`src/hw/rtl/m4vt_pkg.sv`:
```
// m4vt_pkg: shared widths, types and codes for the 4x4 matrix-vector transform
// no dependencies; imported by every module of the block

package m4vt_pkg;

    localparam int FRAC_BITS_DEF = 16;
    localparam int LANES         = 4;
    localparam int COEFS         = LANES * LANES;
    localparam int COEF_IDX_W    = 4;
    localparam int DATA_W        = 32;
    localparam int PROD_W        = 2 * DATA_W;
    // four full products summed without loss
    localparam int SUM_W         = PROD_W + 2;

    typedef logic signed [DATA_W-1:0] data_t;
    typedef logic signed [PROD_W-1:0] prod_t;
    typedef logic signed [SUM_W-1:0]  sum_t;
    typedef logic [COEF_IDX_W-1:0]    coef_idx_t;

    typedef enum logic
    {
        FUNC_LOAD  = 1'b0,
        FUNC_XFORM = 1'b1
    } func_t;

    // pipeline control handed to the merge stage
    typedef struct packed
    {
        logic adv;
        logic vld;
    } ctl_t;

    localparam data_t SAT_MAX = {1'b0, {(DATA_W-1){1'b1}}};
    localparam data_t SAT_MIN = {1'b1, {(DATA_W-1){1'b0}}};

endpackage

```
`src/hw/rtl/m4vt_merge.sv`:
```
// m4vt_merge: shifts and saturates the lane sums, merges the clip flags and
// holds the result word; depends on m4vt_pkg

module m4vt_merge #(
    parameter int FRAC_BITS = m4vt_pkg::FRAC_BITS_DEF
)
(
    input  logic             clk,
    input  logic             rst_n,
    input  m4vt_pkg::ctl_t   ctl,
    input  m4vt_pkg::sum_t   sum [m4vt_pkg::LANES],
    output m4vt_pkg::data_t  res [m4vt_pkg::LANES],
    output logic             sat,
    output logic             vld
);
    import m4vt_pkg::*;

    localparam int SH_W = SUM_W - FRAC_BITS;

    logic signed [SH_W-1:0] sh [LANES];
    data_t                  res_next [LANES];
    logic [LANES-1:0]       clip;
    data_t                  res_reg [LANES];
    logic                   sat_reg;
    logic                   vld_reg;

    always_comb
    begin
        for (int l = 0; l < LANES; l++)
        begin
            sh[l] = SH_W'(sum[l] >>> FRAC_BITS);
            // fits when every bit above the sign position agrees
            if ((&sh[l][SH_W-1:DATA_W-1]) || !(|sh[l][SH_W-1:DATA_W-1]))
            begin
                clip[l]     = 1'b0;
                res_next[l] = sh[l][DATA_W-1:0];
            end
            else
            begin
                clip[l]     = 1'b1;
                res_next[l] = sh[l][SH_W-1] ? SAT_MIN : SAT_MAX;
            end
        end
    end

    always_ff @(posedge clk or negedge rst_n)
    begin
        if (!rst_n)
        begin
            vld_reg <= 1'b0;
        end
        else if (ctl.adv)
        begin
            vld_reg <= ctl.vld;
        end
    end

    always_ff @(posedge clk)
    begin
        if (ctl.adv)
        begin
            res_reg <= res_next;
            sat_reg <= |clip;
        end
    end

    assign res = res_reg;
    assign sat = sat_reg;
    assign vld = vld_reg;

endmodule

```
`config.mk`:
```
export PLATFORM = sky130hd
export DESIGN_NAME = m4vt_merge
export DESIGN_NICKNAME = d
export VERILOG_FILES = /design/src/hw/rtl/m4vt_pkg.sv /design/src/hw/rtl/m4vt_merge.sv
export SDC_FILE = /design/constraint.sdc
export NUM_CORES = 1
export LEC_CHECK = 0
export ABC_CLOCK_PERIOD_IN_PS = 1700
export BUFFER_PORTS_ARGS = -buffer_cell sky130_fd_sc_hd__buf_2
export CAP_MARGIN = 15
export CORE_AREA = 2 2 154 156
export CTS_CLUSTER_DIAMETER = 60
export CTS_CLUSTER_SIZE = 20
export DETAILED_ROUTE_END_ITERATION = 8
export DIE_AREA = 0 0 156 158
export GPL_ROUTABILITY_DRIVEN = 0
export PLACE_DENSITY = 0.55
export SYNTH_ARGS = -nofsm -noshare
export SYNTH_HDL_FRONTEND = slang
export SYNTH_SLANG_ARGS = --single-unit
```
`constraint.sdc`:
```
create_clock -name clk -period 1.7 [get_ports clk]
set_input_delay 0 -clock clk [delete_from_list [all_inputs] [get_ports clk]]
set_output_delay 0 -clock clk [all_outputs]
set_load 0.005 [all_outputs]
```
==> summary.md <==
The flow ran to the end, and the final reports show no timing, DRC or antenna violations. Summing all placed instances gives a cell area of 7740 um2. The diode insertion count for antenna repair is 0, and the clock-pin slew on the worst setup and hold paths is 60 ps. The number of endpoints with negative hold slack in the final report was 0. Final hold analysis gives a worst-case slack of 93.0 ps. The share of cells above drive strength 1 is 0.578, and the number of violations reported at the end of detailed-routing iteration 0 is 227. The critical path is of the input pin to flip-flop type. The count of nets left with antenna violations once routing finished came out at 0. Area fraction of the dominant cell type after synthesis: 0.686.

The logs give 0 ps for the setup skew after layout and 18 for the count of different cell masters after synthesis. Derived from the worst setup path, the maximum achievable clock frequency is 632 MHz. The run gives 0.423 as the final standard cell utilization of the core. Number of warnings issued by yosys: 0. The run gives 0.690 as the sequential area share after synthesis. Across all setup checks in the final design, the least slack found is 117 ps. The initialized floorplan defines 56 standard-cell rows.

For the pin with the worst max-slew slack, the measured transition is 692 ps. The run gives 1740 ps as the arrival time reported for the critical path endpoint. After detailed placement, the design holds a cell count of 961.

The tools report the static power due to leakage as 4.47 nW. The final-report max-slew violation count is 0, and the area added between synthesis and finish is 72.5%. Dividing the detail-routed wire length by the instance count gives 15.2 um. Clock latency on the worst-skew pair, taken at its later pin, is 400 ps. The worst path needs 1580 ps of the cycle, external delays included. The longest clock path from root to sink contains 2 buffers.

Met1 routed wirelength after detailed routing: 6940 um. In this run the post-CTS setup repair buffer count came out at 0. STA puts the critical path data required time at 1860 ps. The sum of met2 wire segment lengths after detailed routing was 8680 um. In this run, synthesis produced a sequential element count of 130.

The completed layout was analyzed and its total power is 8.52 mW. IR analysis of the VDD net gives a maximum drop of 0.534 mV. For this design the top-level I/O count stands at 398. The logs give 40 for the pin count of the biggest net entering global routing and 11000 um for the post-detailed-placement half-perimeter wirelength. Final routed wirelength across all metal layers: 17200 um. The tools report the DRC violation count after routing as 0. Setup repair after global routing left no endpoint under its margin. The headroom to the max-slew limit came out at 0.539.

Setup violations remaining at the end of the flow were counted as 0. The average instance in the mapped netlist occupies 16.4 um2. For this run, the detailed router's first-pass iteration total came to 4. The top cell types in the final layout, fill and taps aside, are 330 x sky130_fd_sc_hd__buf_2, 131 x sky130_fd_sc_hd__dlygate4sd3_1, 129 x sky130_fd_sc_hd__edfxtp_1. The total clock buffers created by CTS was 17; the count of max-cap constraint violations was 0. The root buffer cell chosen for the clock tree is sky130_fd_sc_hd__clkbuf_16. The share of the cycle needed by the critical path after routing is 0.931. The tools report the net count after synthesis as 612.

The number of global-route vias before repair came out at 4918. TritonCTS built the clock tree. Fill cells in the final layout number 2162. The number of standard cells after synthesis is 344, and the ratio of total power to cell area is 875 nW/um2.

The area of all placed cells without fillers was 9740 um2. The first-pass GRT wire length is 24700 um, and the routed length on met3 is 1280 um. Before CTS, the worst setup slack after placement is 33.7 ps. Leaving out fill and tap cells, the most frequent cell in the layout is sky130_fd_sc_hd__buf_2.

The count of buffers added on input and output ports is 333. The final route contains 4926 vias. The tools report the startpoint type of the worst setup path as an input pin. After the last flow step, the layout net total stands at 1094. For the die footprint, the log shows 24600 um2. The total negative slack for setup checks is 0 ps. For this run the aggregate overflow at the end of global routing stands at 0. The initial cell density of the core was 0.245; the global-route usage over all layers was 0.129. Sorting the synthesized cells by area gives the leading types as sky130_fd_sc_hd__edfxtp_1 69%, sky130_fd_sc_hd__a21o_2 13%, sky130_fd_sc_hd__a21o_1 5.2%, sky130_fd_sc_hd__buf_6 3.6%, sky130_fd_sc_hd__nand4_1 2.3%.

Excluding fillers, the count of instances in the completed layout stands at 1129. Top routing layer in use: met4. The die is 158 um tall.

The width of the chip works out to 156 um. After detailed routing, the number of vias per cell comes to 4.36. The initial antenna violation count is 0, and the highest net fanout along the worst path is 8. The cell taking the most area after synthesis is sky130_fd_sc_hd__edfxtp_1. The H-tree generated during clock tree synthesis spans 4 levels. The cell area after technology mapping is 5650 um2. STA classifies the critical path endpoint as a flip-flop. For the core outline area, the log shows 23100 um2. The worst hold path belongs to the class input pin to flip-flop. For this design, the sink count on the clock tree is 130. The flip-flop count of the largest register, all copies and words added was 128.
[power by group]
part	switching, mW	internal [mW]	total, mW
Sequential	0.0608	3.81	3.87
Clock	1.36	2.13	3.49
Combinational	0.467	0.698	1.16
[final cells by class]
cell class,count,area (um2),share of cell area
Sequential cell,130,3900,0.400
Timing Repair Buffer,491,3380,0.347
Multi-Input combinational cell,186,1550,0.159
Clock buffer,20,437,0.0448
Tap cell,290,363,0.0372
Clock inverter,12,116,0.0119
[worst paths after layout]
| kind | cells past startpoint | startpoint | slack [ps] | to |
|---|---|---|---|---|
| max in group asynchronous | 3 | rst_n | 1160 | vld |
| worst max register to register | 1 | vld | 960 | vld |
| worst max-delay path | 8 | sum[263] | 120 | res[125] |
| worst min register to register | 1 | vld | 520 | vld |
| min in group asynchronous | 3 | rst_n | 440 | vld |
| worst min-delay path | 1 | sum[65] | 90 | res[31] |
[synthesized netlist by cell type, drive strengths merged]
cell and n:
edfxtp 129, a21o 124, buf 24, nand4 21
nor4 20, nor2 8, a311oi 4, a31o 4
and3 4, dlygate4sd3 3, clkbuf 1, dfrtp 1
mux2 1
[layer usage]
layer  vias up  track usage
met4         0       0.0485
li1       2352            -
met2       198        0.226
met3        14       0.0465
met1      2362        0.145
met5         -            0
[cells by family (layout without fill, tap and decap cells)]
logic type / after synthesis / in the layout / share of synthesized area
AO/OA/AOI/OAI: 132 / 132 / 0.199
buffers and inverters: 28 / 523 / 0.0485
flip-flops: 130 / 130 / 0.690
multiplexers: 1 / 1 / 0.00199
AND/OR/NAND/NOR: 53 / 53 / 0.0596
[what timing repair did]
item | CTS | global route
hold buffers | 132 | 0
setup endpoints to repair | 0 | 63
endpoints found under the hold margin | 135 | 0
resized for setup | 0 | 12
[worst max-delay path, stage by stage]
cell and delay (ps):
sky130_fd_sc_hd__dlygate4sd3_1 560, sky130_fd_sc_hd__nor4_2 150, sky130_fd_sc_hd__nand4_1 130, sky130_fd_sc_hd__nor4_2 300, sky130_fd_sc_hd__buf_4 170, sky130_fd_sc_hd__a311oi_4 50, sky130_fd_sc_hd__buf_6 180, sky130_fd_sc_hd__a21o_2 190
Power figures use the tool's default switching activity.
